$ cat src/rtl/core/assert_macros.svh
// Assertion macros shared by the RTL of this project.
// Depends on nothing; included by modules that carry concurrent checks.
`ifndef ASSERT_MACROS_SVH
`define ASSERT_MACROS_SVH
`ifndef ASSERT_OFF
// Same-cycle implication, disabled while reset is high.
`define ASSERT_IMPLY(label, clk, rst, ante, cons) \
   label: assert property (@(posedge clk) disable iff (rst) (ante) |-> (cons)) \
      else $error("assertion failed");
// Next-cycle implication, disabled while reset is high.
`define ASSERT_NEXT(label, clk, rst, ante, cons) \
   label: assert property (@(posedge clk) disable iff (rst) (ante) |=> (cons)) \
      else $error("assertion failed");
`else
`define ASSERT_IMPLY(label, clk, rst, ante, cons)
`define ASSERT_NEXT(label, clk, rst, ante, cons)
`endif
`endif

$ cat src/rtl/core/sbdt_pkg.sv
// Shared types and constants of the signed binary to decimal text converter.
// Depends on nothing; used by the shift-and-add-3 unit and the top level.
`default_nettype none
package sbdt_pkg;

   // Sequencer states of the converter.
   typedef enum logic [2:0] {
      ST_IDLE,
      ST_CONVERT,
      ST_TRIM,
      ST_SIGN,
      ST_DIGITS
   } state_type;

   localparam int unsigned CHAR_W = 7;
   localparam int unsigned DIGIT_W = 4;

   // ASCII '-' and the upper three bits shared by the codes '0' to '9'.
   localparam logic [CHAR_W-1:0] CHAR_MINUS = 7'd45;
   localparam logic [CHAR_W-DIGIT_W-1:0] CHAR_DIGIT_HI = 3'b011;

   // Largest value a decimal digit may hold.
   localparam logic [DIGIT_W-1:0] DIGIT_MAX = 4'd9;

   // Threshold and correction of one shift-and-add-3 step.
   localparam logic [DIGIT_W-1:0] DABBLE_LIMIT = 4'd5;
   localparam logic [DIGIT_W-1:0] DABBLE_ADD = 4'd3;

endpackage
`default_nettype wire

$ cat src/rtl/core/sbdt_dabble.sv
// One shift-and-add-3 step over a packed BCD register, shifting in one binary bit.
// Depends on sbdt_pkg for the digit width and the correction constants.
`default_nettype none
module sbdt_dabble #(
   parameter int unsigned DIGITS = 20
) (
   input  wire logic [DIGITS*sbdt_pkg::DIGIT_W-1:0] bcd_i,
   input  wire logic                                bit_i,
   output      logic [DIGITS*sbdt_pkg::DIGIT_W-1:0] bcd_o
);

   localparam int unsigned BCD_W = DIGITS * sbdt_pkg::DIGIT_W;

   logic [BCD_W-1:0] adj;

   // Every digit of five or more is corrected before the doubling shift.
   always_comb begin
      for (int d = 0; d < DIGITS; d++) begin
         if (bcd_i[d*sbdt_pkg::DIGIT_W +: sbdt_pkg::DIGIT_W] >= sbdt_pkg::DABBLE_LIMIT) begin
            adj[d*sbdt_pkg::DIGIT_W +: sbdt_pkg::DIGIT_W] =
               bcd_i[d*sbdt_pkg::DIGIT_W +: sbdt_pkg::DIGIT_W] + sbdt_pkg::DABBLE_ADD;
         end else begin
            adj[d*sbdt_pkg::DIGIT_W +: sbdt_pkg::DIGIT_W] =
               bcd_i[d*sbdt_pkg::DIGIT_W +: sbdt_pkg::DIGIT_W];
         end
      end
   end

   assign bcd_o = {adj[BCD_W-2:0], bit_i};

endmodule
`default_nettype wire

$ cat src/rtl/core/signed_binary_to_decimal_text_top.sv
// Top level of the signed binary to decimal text converter.
// Depends on sbdt_pkg, sbdt_dabble and assert_macros.svh.
//
//   Channel | Direction | Payload                 | Per transaction
//   req_    | in        | value (64b, signed)     | one integer
//   rsp_    | out       | char_code (7b), last    | one ASCII character
//
// A transaction is taken and negated while idle, then the shared dabble unit takes in
// the magnitude bit by bit, MSB first, then leading zeros are dropped one digit at a
// time, then the characters are sent one by one, a minus sign first if negative.
// Reset is synchronous and clears the sequencer and the response valid only.
// A stalled response holds its character and the sequencer waits. req_ready is high
// while idle, which is reentered once the last character is loaded.
`default_nettype none
`include "assert_macros.svh"
module signed_binary_to_decimal_text_top #(
   parameter int unsigned VALUE_BITS = 64
) (
   input  wire logic                         clock,
   input  wire logic                         reset,
   input  wire logic                         req_valid,
   output      logic                         req_ready,
   input  wire logic [63:0]                  req_value,
   output      logic                         rsp_valid,
   input  wire logic                         rsp_ready,
   output      logic [sbdt_pkg::CHAR_W-1:0]  rsp_char_code,
   output      logic                         rsp_last
);

   // Decimal digits needed for any magnitude below 2^VALUE_BITS.
   localparam int unsigned NUM_DIGITS = (VALUE_BITS * 1233) / 4096 + 1;
   localparam int unsigned BCD_W = NUM_DIGITS * sbdt_pkg::DIGIT_W;
   localparam int unsigned CNT_W = $clog2(VALUE_BITS);
   localparam int unsigned DCNT_W = $clog2(NUM_DIGITS + 1);

   sbdt_pkg::state_type state_ff, state_in;

   logic [VALUE_BITS-1:0]        mag_ff, mag_in;
   logic [BCD_W-1:0]             bcd_ff, bcd_in;
   logic [CNT_W-1:0]             bitcnt_ff, bitcnt_in;
   logic [DCNT_W-1:0]            dcnt_ff, dcnt_in;
   logic                         neg_ff, neg_in;
   logic                         rsp_valid_ff, rsp_valid_in;
   logic [sbdt_pkg::CHAR_W-1:0]  rsp_char_ff, rsp_char_in;
   logic                         rsp_last_ff, rsp_last_in;

   logic [VALUE_BITS-1:0]        req_bits;
   logic [BCD_W-1:0]             step_bcd;
   logic [sbdt_pkg::DIGIT_W-1:0] top_digit;
   logic                         req_take;
   logic                         out_free;

   // Views used by the checks at the end of the module.
   logic                         rsp_is_minus;
   logic                         rsp_is_digit;
   logic                         trim_exit;
   logic                         in_text;

   assign req_bits  = req_value[VALUE_BITS-1:0];
   assign top_digit = bcd_ff[BCD_W-1 -: sbdt_pkg::DIGIT_W];
   assign req_ready = (state_ff == sbdt_pkg::ST_IDLE);
   assign req_take  = req_valid && req_ready;
   // The response register can take a character when empty or being drained.
   assign out_free  = !rsp_valid_ff || rsp_ready;

   assign rsp_valid     = rsp_valid_ff;
   assign rsp_char_code = rsp_char_ff;
   assign rsp_last      = rsp_last_ff;

   assign rsp_is_minus = (rsp_char_ff == sbdt_pkg::CHAR_MINUS);
   assign rsp_is_digit =
      (rsp_char_ff[sbdt_pkg::CHAR_W-1:sbdt_pkg::DIGIT_W] == sbdt_pkg::CHAR_DIGIT_HI) &&
      (rsp_char_ff[sbdt_pkg::DIGIT_W-1:0] <= sbdt_pkg::DIGIT_MAX);
   assign trim_exit = (state_ff == sbdt_pkg::ST_TRIM) && (state_in != sbdt_pkg::ST_TRIM);
   assign in_text   = (state_ff == sbdt_pkg::ST_DIGITS) || (state_ff == sbdt_pkg::ST_TRIM);

   // Shared shift-and-add-3 unit; the magnitude feeds it MSB first.
   sbdt_dabble #(
      .DIGITS (NUM_DIGITS)
   ) u_dabble (
      .bcd_i (bcd_ff),
      .bit_i (mag_ff[VALUE_BITS-1]),
      .bcd_o (step_bcd)
   );

   // Next state of the sequencer.
   always_comb begin
      state_in = state_ff;
      case (state_ff)
         sbdt_pkg::ST_IDLE: begin
            if (req_take) begin
               state_in = sbdt_pkg::ST_CONVERT;
            end
         end
         sbdt_pkg::ST_CONVERT: begin
            if (bitcnt_ff == '0) begin
               state_in = sbdt_pkg::ST_TRIM;
            end
         end
         sbdt_pkg::ST_TRIM: begin
            // Leading zeros are dropped, but at least one digit is always kept.
            if (!(top_digit == '0 && dcnt_ff > DCNT_W'(1))) begin
               state_in = neg_ff ? sbdt_pkg::ST_SIGN : sbdt_pkg::ST_DIGITS;
            end
         end
         sbdt_pkg::ST_SIGN: begin
            if (out_free) begin
               state_in = sbdt_pkg::ST_DIGITS;
            end
         end
         sbdt_pkg::ST_DIGITS: begin
            if (out_free && dcnt_ff == DCNT_W'(1)) begin
               state_in = sbdt_pkg::ST_IDLE;
            end
         end
         default: begin
            state_in = sbdt_pkg::ST_IDLE;
         end
      endcase
   end

   // Datapath and response register controls.
   always_comb begin
      mag_in       = mag_ff;
      bcd_in       = bcd_ff;
      bitcnt_in    = bitcnt_ff;
      dcnt_in      = dcnt_ff;
      neg_in       = neg_ff;
      rsp_valid_in = rsp_valid_ff && !rsp_ready;
      rsp_char_in  = rsp_char_ff;
      rsp_last_in  = rsp_last_ff;
      case (state_ff)
         sbdt_pkg::ST_IDLE: begin
            if (req_take) begin
               // The most negative value negates to itself, which read unsigned
               // is exactly its magnitude.
               neg_in    = req_bits[VALUE_BITS-1];
               mag_in    = req_bits[VALUE_BITS-1] ? (~req_bits + VALUE_BITS'(1)) : req_bits;
               bcd_in    = '0;
               bitcnt_in = CNT_W'(VALUE_BITS - 1);
               dcnt_in   = DCNT_W'(NUM_DIGITS);
            end
         end
         sbdt_pkg::ST_CONVERT: begin
            bcd_in    = step_bcd;
            mag_in    = {mag_ff[VALUE_BITS-2:0], 1'b0};
            bitcnt_in = bitcnt_ff - CNT_W'(1);
         end
         sbdt_pkg::ST_TRIM: begin
            if (top_digit == '0 && dcnt_ff > DCNT_W'(1)) begin
               bcd_in  = {bcd_ff[BCD_W-sbdt_pkg::DIGIT_W-1:0], {sbdt_pkg::DIGIT_W{1'b0}}};
               dcnt_in = dcnt_ff - DCNT_W'(1);
            end
         end
         sbdt_pkg::ST_SIGN: begin
            if (out_free) begin
               rsp_valid_in = 1'b1;
               rsp_char_in  = sbdt_pkg::CHAR_MINUS;
               rsp_last_in  = 1'b0;
            end
         end
         sbdt_pkg::ST_DIGITS: begin
            if (out_free) begin
               rsp_valid_in = 1'b1;
               rsp_char_in  = {sbdt_pkg::CHAR_DIGIT_HI, top_digit};
               rsp_last_in  = (dcnt_ff == DCNT_W'(1));
               bcd_in  = {bcd_ff[BCD_W-sbdt_pkg::DIGIT_W-1:0], {sbdt_pkg::DIGIT_W{1'b0}}};
               dcnt_in = dcnt_ff - DCNT_W'(1);
            end
         end
         default: begin
            rsp_valid_in = rsp_valid_ff && !rsp_ready;
         end
      endcase
   end

   // Control registers.
   always_ff @(posedge clock) begin
      if (reset) begin
         state_ff     <= sbdt_pkg::ST_IDLE;
         rsp_valid_ff <= 1'b0;
      end else begin
         state_ff     <= state_in;
         rsp_valid_ff <= rsp_valid_in;
      end
   end

   // Payload registers.
   always_ff @(posedge clock) begin
      mag_ff      <= mag_in;
      bcd_ff      <= bcd_in;
      bitcnt_ff   <= bitcnt_in;
      dcnt_ff     <= dcnt_in;
      neg_ff      <= neg_in;
      rsp_char_ff <= rsp_char_in;
      rsp_last_ff <= rsp_last_in;
   end

   // An accepted request always starts the bit-serial conversion.
   `ASSERT_NEXT(a_take_starts, clock, reset, req_take, state_ff == sbdt_pkg::ST_CONVERT)
   // A minus sign is never the final character of a number.
   `ASSERT_IMPLY(a_sign_not_last, clock, reset, rsp_valid_ff && rsp_is_minus, !rsp_last_ff)
   // Every character sent is a minus sign or a decimal digit.
   `ASSERT_IMPLY(a_char_legal, clock, reset, rsp_valid_ff, rsp_is_minus || rsp_is_digit)
   // Output starts at a nonzero digit unless the number is a single digit.
   `ASSERT_IMPLY(a_no_lead_zero, clock, reset, trim_exit && dcnt_ff > DCNT_W'(1), top_digit != '0)
   // Digits are only sent while some remain.
   `ASSERT_IMPLY(a_digits_left, clock, reset, in_text, dcnt_ff != '0)

endmodule
`default_nettype wire
$ cat config.mk
export PLATFORM = sky130hd
export DESIGN_NAME = signed_binary_to_decimal_text_top
export DESIGN_NICKNAME = d
export VERILOG_FILES = /design/src/rtl/core/sbdt_pkg.sv /design/src/rtl/core/sbdt_dabble.sv /design/src/rtl/core/signed_binary_to_decimal_text_top.sv
export VERILOG_INCLUDE_DIRS = /design/src /design/src/rtl/core
export SDC_FILE = /design/constraint.sdc
export NUM_CORES = 1
export LEC_CHECK = 0
export BUFFER_PORTS_ARGS = -buffer_cell sky130_fd_sc_hd__clkbuf_2
export CAP_MARGIN = 20
export CORE_MARGIN = 2
export CORE_UTILIZATION = 55
export DETAILED_ROUTE_END_ITERATION = 6
export HOLD_SLACK_MARGIN = 0.08
export PLACE_DENSITY = 0.77
export SYNTH_ARGS = -nofsm -noshare
export SYNTH_HDL_FRONTEND = slang
export SYNTH_HIERARCHICAL = 1
export SYNTH_SLANG_ARGS = --single-unit
export TNS_END_PERCENT = 50
$ cat constraint.sdc
create_clock -name clock -period 3.5 [get_ports clock]
set_clock_uncertainty 0.05 [all_clocks]
set_input_delay 0.7 -clock clock [delete_from_list [all_inputs] [get_ports clock]]
set_output_delay 0.7 -clock clock [all_outputs]
set_load 0.05 [all_outputs]
# ---- Word level (Yosys, flattened, before mapping)
# Index checks and enable logic that the tools add are counted.
dict set report totals {
  register_bits 168
  inputBits 68
  output_inout_bits 10
  wordCells 135
}
dict set report classes {
  add_sub_neg 23
  order_cmp 21
  n_eq_ne 12
  muxes 48
  bitwise 1
  reduce_logical 21
}
# cell n
set op_table {}
lappend op_table {{80-bit case mux with 4 select lines} 1}
lappend op_table {{80-bit 2-to-1 mux} 3}
lappend op_table {{64-bit 2-to-1 mux} 2}
lappend op_table {{64-bit case mux with 2 select lines} 1}
lappend op_table {{4-bit by 3-bit greater-or-equal comparator with 1-bit output, second input constant} 20}
lappend op_table {{4-bit by 2-bit adder with 4-bit output, second input constant} 19}
lappend op_table {{4-bit 2-to-1 mux} 19}
lappend op_table {{64-bit by 1-bit adder with 64-bit output, second input constant} 1}
lappend op_table {{64-bit inverter} 1}
lappend op_table {{3-bit 2-to-1 mux} 7}
lappend op_table {{5-bit 2-to-1 mux} 3}
lappend op_table {{3-bit case mux with 5 select lines} 1}
lappend op_table {{5-bit case mux with 3 select lines} 1}
lappend op_table {{7-bit 2-to-1 mux} 2}
lappend op_table {{7-bit case mux with 2 select lines} 1}
lappend op_table {{6-bit case mux with 2 select lines} 1}
lappend op_table {{2-bit != test, second input constant} 4}
lappend op_table {{4-bit AND reduction} 2}
lappend op_table {{3-bit by 2-bit == test with 1-bit output, second input constant} 2}
lappend op_table {{6-bit logical NOT} 1}
lappend op_table {{6-bit 2-to-1 mux} 1}
lappend op_table {{2-bit by 1-bit != test with 1-bit output, second input constant} 3}
lappend op_table {{6-bit by 1-bit subtractor with 6-bit output, second input constant} 1}
lappend op_table {{5-bit by 1-bit == test with 1-bit output, second input constant} 1}
lappend op_table {{other kinds (19)} 28}

# ---- Depth between registers and ports, before layout
# Gate-level depths: netlist of run 1.
dict set report depth {
  word_depth 5
  mapped_depth 9
  ltp_nobuf 8
}

# ---- Modules after synthesis
# The synthesis of run 1 kept the hierarchy.
# mod n_inst cells_per_inst area_per_inst_um2 seq_area_each_um2
set by_module_without_submodules {}
lappend by_module_without_submodules {signed_binary_to_decimal_text_top 1 709 8371.8 4944.7}
lappend by_module_without_submodules {sbdt_dabble 1 317 2014.4 0.0}

# ---- Worst setup path after synthesis of run 1
# Ideal clock, no wire load.
dict set report synth_timing {
  kind {reg2reg}
  from {register state_ff[1]}
  to {register bcd_ff[0] (enable)}
  setup_time_ns 0.404
  t_arrival_ns 4.038
  setup_slack_ns -0.991
  path_stages_with_launch 6
  period_less_slack_ns 4.491
  path_cell_list {dfxtp_1 -> clkbuf_1 -> nor3_1 -> and2_1 -> or2_2 -> or2_2}
}
dict set report synth_via {
  elab_chain_cells 4
  elab_cells_between_ends 10
  classes_between {eq/ne: 6; reduce/logical: 4}
}
# item line
set synth_lines {}
lappend synth_lines {{from (decl)} signed_binary_to_decimal_text_top.sv:36} ;# sbdt_pkg::state_type state_ff, state_in;
lappend synth_lines {{from (signal assigned)} signed_binary_to_decimal_text_top.sv:180} ;# state_ff <= sbdt_pkg::ST_IDLE;
lappend synth_lines {{from (signal assigned)} signed_binary_to_decimal_text_top.sv:183} ;# state_ff <= state_in;
lappend synth_lines {{3-bit logical NOT *} signed_binary_to_decimal_text_top.sv:61} ;# assign req_ready = (state_ff == sbdt_pkg::ST_IDLE);
lappend synth_lines {{net req_ready} signed_binary_to_decimal_text_top.sv:22} ;# output logic req_ready,
lappend synth_lines {{1-bit logical AND} signed_binary_to_decimal_text_top.sv:62} ;# assign req_take = req_valid && req_ready;
lappend synth_lines {{2-bit by 1-bit != test with 1-bit output (no line)} n/a}
lappend synth_lines {{4-bit AND reduction (no line) *} n/a}
lappend synth_lines {{to (signal assigned)} signed_binary_to_decimal_text_top.sv:191} ;# bcd_ff <= bcd_in;
lappend synth_lines {{to (decl)} signed_binary_to_decimal_text_top.sv:39} ;# logic [BCD_W-1:0] bcd_ff, bcd_in;
# Mark *: on every way through the listed nets, which the timed path passes. The rest lies on a longest branch.
# A chain may end at the register's enable or synchronous reset.

# ---- Final worst setup path of run 1
dict set report layout_timing {
  from {input req_value[30]}
  to {register mag_ff[59], data pin}
}
dict set report layout_via {
  elab_chain_cells 5
}
# item line
set layout_lines {}
lappend layout_lines {{from (decl)} signed_binary_to_decimal_text_top.sv:23} ;# input wire logic [63:0] req_value,
lappend layout_lines {{64-bit inverter} signed_binary_to_decimal_text_top.sv:138} ;# mag_in = req_bits[VALUE_BITS-1] ? (~req_bits + VALUE_BITS'(1)) : req_bits;
lappend layout_lines {{64-bit by 1-bit adder with 64-bit output} signed_binary_to_decimal_text_top.sv:138}
lappend layout_lines {{64-bit 2-to-1 mux} signed_binary_to_decimal_text_top.sv:138}
lappend layout_lines {{64-bit 2-to-1 mux} signed_binary_to_decimal_text_top.sv:134} ;# if (req_take) begin
lappend layout_lines {{64-bit case mux with 2 select lines} signed_binary_to_decimal_text_top.sv:132} ;# case (state_ff)
lappend layout_lines {{net mag_in[59]} signed_binary_to_decimal_text_top.sv:38} ;# logic [VALUE_BITS-1:0] mag_ff, mag_in;
lappend layout_lines {{to (signal assigned)} signed_binary_to_decimal_text_top.sv:190} ;# mag_ff <= mag_in;
lappend layout_lines {{to (decl)} signed_binary_to_decimal_text_top.sv:38}
# The timed path passes the listed nets, and every way through them passes these cells. The select of a mux whose other input is x is not followed.

==> impl_results.md, run 1 <==
* Worst R2R Setup Slack at 850 ps
* Area after DPL at 11,000 µm²
* Gpl congestion at 0.823
* Final setup viols at 0
* Flops & latches, synth at 166
* Initial antenna violation count at 0
* First-pass GRT wire length at 33,400 µm
* Gate Count Post-Synth at 1,026
* Nets at 1,197
* Switching Fraction at 38.1%
* Fmax achieved at 0.348 GHz
* Hold Crit Class: input port to flip-flop
* DP Wirelength at 13,200 µm
* Grt ovf at 0
* Most common cell in the netlist: edfxtp_1
* Arrival @ worst endpoint at 2980 ps
* RSZ-0062 raised after global routing: false
* Post-DRT Antenna Nets at 0
* Sequential share of the synthesized area at 47.6%
* Post-route cell area at 11,600 µm²
* CP Max Fanout at 4
* Total Power at 10,800 µW
* Crit path capture: mag_ff[59]
* CTS root buffer: clkbuf_16
* Sequential share of power at 40.7%
* CTS buffer count at 17
* Initial core utilization at 55.7%
* FF-to-FF End: bcd_ff[17]
* Hold_buf cts at 0
* Vias in the first global route at 7,089
* Setup TNS at 0 ps
* DRT iter0 DRCs at 572
* CTS Sinks at 166
* Share of layout cells above drive strength 1 at 14.1%
* Cell taking the most area after synthesis: edfxtp_1
* Largest net degree at the start of global routing at 154
* Share of power burned in combinational logic at 40.8%
* Required @ worst endpoint at 3600 ps
* Diodes inserted at 0
* Hold_ws at 425 ps
* P_sw at 4110 µW
* Fin. max-slew vios at 0
* Area of the core at 18,600 µm²
* Row count at 50
* Worst VDD drop at 603 µV
* # DRC at 0
* Clock power frac at 18.5%
* Synth warn at 6
* Synth Flop Type: edfxtp_1
* Power Density at 926 nW/µm²
* DIE AREA at 20,000 µm²
* Reg2reg start: state_ff[2]
* Area share of the largest cell type after synthesis at 46.8%
* WL final at 20,200 µm
* Slew headroom at 36.3%
* Asr flop ratio synth at 0%
* Kind of critical path: input port to flip-flop
* Max Root-Sink Buffers at 2
* TritonCTS clock tree: done
* Worst reg2reg path depth at 5
* Leakage power figure at 0.00458 µW
* Area growth, synth to finish at 12.0%
* Most frequent cells after synthesis: 162 x edfxtp_1, 135 x nand2_1, 77 x a22o_1
* Hold violation count in the final report at 0
* Synthesized area at 10,400 µm²
* Number of flops mapped to enable cells by yosys at 162
* Vias per cell at 5.73
* Io pins at 78
* Clock transition at path regs at 60 ps
* CTS-repair resized insts at 0
* Ranking of synthesized cells by area: edfxtp_1 47%, a22o_1 6.5%, ha_1 5.4%
* Pre-antenna DRT Iters at 4
* Tot GR Track Use at 20.5%
* Routed via count at 7,627
* Die Ht at 141 µm
* PortBufs at 75
* Post-Route Utilization at 62.4%
* Setup crit start: req_value[30]
* Max cap viols at 0
* Status: complete, no violations
* Cell Int Power at 6670 µW
* H-tree Lvls at 4
* Period utilization at 82.1%
* Minimum clock period at 2870 ps
* Avg Inst Size Synth at 10.1 µm²
* Crit. End Element: flip-flop
* Startpoint Class: input port
* Synth unique cells at 53
* Syn Nets at 1,139
* Filler cells at 1,534
* Die Width at 141 µm
* Wire per inst at 15.2 µm
* Postcts setup bufs at 0
* Worst skew pair latency at 430 ps
* Worst slew pin tran at 932 ps
[per-layer routing]
metal,share of wire (%),wire length (µm),global-route usage (%),vias to the layer above
li1,-,-,-,3846
met1,47,9480,28.1,3586
met2,47,9520,33.2,173
met3,4.8,966,4.15,22
met4,1.3,266,6.05,0
met5,0,0,0,-
[layout make-up]
cell class | instances | area, µm² | share of cell area (%)
clock inverter | 9 | 149 | 1.28
tap | 234 | 293 | 2.52
timing repair buffer | 88 | 505 | 4.35
inverter | 51 | 191 | 1.65
clock buffer | 23 | 478 | 4.11
sequential | 166 | 4940 | 42.5
multi-input combinational | 760 | 5070 | 43.6
[cell families after synthesis]
kind of cell    count (synthesis)  synth area share [%]
compound gates                266                  17.8
xor+xnor                       85                  7.17
fa+ha+maj                      45                  5.42
buf+inv                       100                  3.75
flops                         166                  47.6
mux                            25                  2.42
other cells                     2                0.0723
simple gates                  337                  15.7
[placed cells by master, fill, tap and decap left out, types with 4 or more instances in the layout]
cell	count
nor3_1	18
or3_1	12
a22o_1	77
clkinv_2	4
or4_1	9
nand2b_1	45
ha_1	45
o31ai_1	25
nor2b_1	5
edfxtp_1	162
nand3_1	7
dfxtp_1	4
o21ai_1	20
mux2i_1	24
o41ai_1	12
buf_4	11
xnor2_1	28
nor2_1	69
bufinv_16	4
a21oi_2	20
o21ai_0	66
xor2_1	57
and3_1	8
clkbuf_16	17
nand2_1	135
clkbuf_2	75
a21oi_1	36
inv_1	51
[registers in the layout (all words and copies together) (netlist names), 3 cells and up]
signal         flops
mag_ff            64
bitcnt_ff          6
rsp_char_code      5
bcd_ff            80
state_ff           3
dcnt_ff            5
[how the worst min path moves through the flow]
stage	depth (start not counted)	to	start
CTS	2	state_ff[0]	reset
finish	2	state_ff[0]	reset
detailed placement	2	mag_ff[24]	mag_ff[23]
floorplan	2	mag_ff[10]	mag_ff[9]
global route	2	state_ff[2]	reset
global placement	2	mag_ff[24]	mag_ff[23]
[power groups by stage]
stage | registers, µW | logic, µW | clock network [µW]
after detailed placement | 4430 | 4310 | 0
after CTS | 4400 | 4360 | 2030
after floorplan | 4220 | 3450 | 0
after global placement | 4400 | 4180 | 0
final | 4380 | 4400 | 2000
after global routing | 4510 | 4930 | 2100
[per-stage QoR]
step / worst slack, ps / std cells
2_1_floorplan: 212 / 1026
3_3_place_gp: 211 / 1298
3_5_place_dp: 187 / 1298
4_1_cts: 474 / 1330
5_1_grt: 486 / 1331
6_report: 627 / 1331
[worst max-delay path: stages]
cell and delay (ps):
clkbuf_2 110, or4_4 550, or4b_4 520, or4b_4 550, o41ai_4 310, xor2_1 170, o21ai_1 70
Power figures use the tool's default switching activity.
==> run 2, diff against run 1 <==
--- a/config.mk
+++ b/config.mk
@@ -9,10 +9,10 @@
 export BUFFER_PORTS_ARGS = -buffer_cell sky130_fd_sc_hd__clkbuf_2
 export CAP_MARGIN = 20
 export CORE_MARGIN = 2
-export CORE_UTILIZATION = 55
+export CORE_UTILIZATION = 60
 export DETAILED_ROUTE_END_ITERATION = 6
 export HOLD_SLACK_MARGIN = 0.08
-export PLACE_DENSITY = 0.77
+export PLACE_DENSITY = 0.8
 export SYNTH_ARGS = -nofsm -noshare
 export SYNTH_HDL_FRONTEND = slang
 export SYNTH_HIERARCHICAL = 1
==> constraint.sdc (replaced) <==
create_clock -name clock -period 2.7 [get_ports clock]
set_clock_uncertainty 0.05 [all_clocks]
set_input_delay 0.54 -clock clock [delete_from_list [all_inputs] [get_ports clock]]
set_output_delay 0.54 -clock clock [all_outputs]
set_load 0.05 [all_outputs]
==> run 2 against run 1 <==
Compared with the run above:
- power is 32% higher
- highest routed layer unchanged
- critical endpoint is now mag_ff[62]
- global-route usage is 3.3 points higher
- final cell count rose by 4.0%
- largest cell class unchanged
- utilization is 8.6 points higher
==> impl_results.md, run 2 (synthesized netlist as in run 1, its figures left out) <==
* Status: complete, no violations
* Max FFs per register at 80 (unchanged)
* Vias in the first global route at 7,683 (+8.4%)
* Pre-antenna DRT Iters at 5 (+1)
* Nets at 1,259 (+5.2%)
* Routed via count at 8,042 (+5.4%)
* Row count at 48 (-4.0%)
* CTS Sinks at 166 (unchanged)
* TritonCTS clock tree: done
* Startpoint Class: input port
* DP Wirelength at 14,000 µm (+5.6%)
* Post-route cell area at 12,200 µm² (+4.5%)
* Place WS at -387 ps (-574 ps)
* Crit. End Element: flip-flop
* Total Power at 14,200 µW (+32%)
* Max cap viols at 0 (unchanged)
* H-tree Lvls at 4 (unchanged)
* Final setup viols at 0 (unchanged)
* Share of layout cells above drive strength 1 at 18.9% (+4.8 points)
* CP Max Fanout at 2 (-2)
* Hold Crit Class: input port to flip-flop
* Clock transition at path regs at 60 ps (about the same)
* Die Width at 136 µm (-4.1%)
* Top reg by flops: bcd_ff
* Area of the core at 17,100 µm² (-8.2%)
* Die Ht at 136 µm (-4.1%)
* Fin. max-slew vios at 0 (unchanged)
* Grt ovf at 0 (unchanged)
* Initial core utilization at 60.7% (+5.0 points)
* Worst skew pair latency at 420 ps (about the same)
* Postcts setup bufs at 0 (unchanged)
* Post-DRT Antenna Nets at 0 (unchanged)
* Tot GR Track Use at 23.8% (+3.3 points)
* DIE AREA at 18,400 µm² (-8.1%)
* Vias per cell at 5.81 (+1.4%)
* Slew headroom at 38.9% (+2.6 points)
* Minimum clock period at 2600 ps
* Setup TNS at 0 ps (unchanged)
* DRT iter0 DRCs at 598 (+4.5%)
* CTS root buffer: clkbuf_16
* Top flop regs: bcd_ff: 80 flops, mag_ff: 64 flops, bitcnt_ff: 6 flops
* WL final at 21,100 µm (+4.3%)
* Hold_buf cts at 0 (unchanged)
* Hold_ws at 276 ps (-150 ps)
* Commonest non-fill, non-tap cell in the layout: edfxtp_1
* CTS buffer count at 17 (unchanged)
* Largest net degree at the start of global routing at 154 (unchanged)
* Power Density at 1170 nW/µm² (+26%)
* Worst slew pin tran at 917 ps (-14.7 ps)
* # DRC at 0 (unchanged)
* Area growth, synth to finish at 17.0%
* Max Root-Sink Buffers at 2 (unchanged)
* Fmax achieved at 0.384 GHz
* Initial antenna violation count at 0 (unchanged)
* First-pass GRT wire length at 35,700 µm (+6.7%)
* Final WS setup at 98.7 ps (-528 ps)
* Kind of critical path: input port to flip-flop
* RSZ-0062 raised after global routing: false
* Most frequent cells in the layout: 162 x edfxtp_1, 135 x nand2_1, 77 x a22o_1
* Leakage power figure at 0.00490 µW (+6.8%)
* Worst VDD drop at 727 µV (+20%)
* Io pins at 78 (unchanged)
* PortBufs at 75 (unchanged)
* Period utilization at 96.3%
* Filler cells at 1,238 (-19%)
* Area after DPL at 11,500 µm² (+5.1%)
* Required @ worst endpoint at 2790 ps (-810 ps)
* Arrival @ worst endpoint at 2700 ps (-280 ps)
* CTS-repair resized insts at 0 (unchanged)
* Wire per inst at 15.3 µm (+0.32%)
* Diodes inserted at 0 (unchanged)
* Gpl congestion at 0.888 (+7.9%)
* Hold violation count in the final report at 0 (unchanged)
==> run 2: power by group <==
part / internal [µW] / switching [µW] / total [µW]
combinational: 2440 / 3590 / 6030
sequential: 4780 / 884 / 5660
clock: 1540 / 999 / 2530
total: 8750 / 5470 / 14200
==> run 2: through the flow <==
| step | cells | utilization, % |
|---|---|---|
| 4_1_cts | 1384 | 71.0 |
| 2_1_floorplan | 1026 | - |
| 5_1_grt | 1384 | 71.0 |
| 3_5_place_dp | 1352 | 67.4 |
| 3_3_place_gp | 1352 | 67.4 |
| 6_report | 1384 | 71.0 |
==> run 2: critical path, stage by stage <==
cell	delay, ps
clkbuf_2	90
or3_1	400
or4_4	530
or4_1	530
o31ai_1	320
xor2_1	190
o21ai_0	90
==> run 2: area by class of cell <==
class | count | area [µm²] | share of cell area (%)
tap | 225 | 282 | 2.32
sequential | 166 | 4950 | 40.7
inverter | 51 | 191 | 1.58
multi-input combinational | 760 | 5090 | 41.9
clock inverter | 15 | 184 | 1.51
timing repair buffer | 150 | 1040 | 8.55
clock buffer | 17 | 425 | 3.50
==> run 2: worst paths after layout <==
| kind | start | end | slack [ps] | cells after the start |
|---|---|---|---|---|
| min | reset | rsp_valid | 280 | 2 |
| max | req_value[48] | mag_ff[62] | 100 | 7 |
| min reg2reg | mag_ff[2] | mag_ff[3] | 470 | 2 |
| max reg2reg | bcd_ff[76] | bcd_ff[21] | 280 | 5 |
==> run 2: per-layer routing <==
| layer | track usage (%) | wire (µm) | vias to the layer above |
|---|---|---|---|
| li1 | - | - | 3978 |
| met1 | 31.8 | 9350 | 3805 |
| met2 | 40.1 | 10400 | 233 |
| met3 | 3.59 | 1070 | 26 |
| met4 | 7.58 | 309 | 0 |
| met5 | 0 | 0 | - |
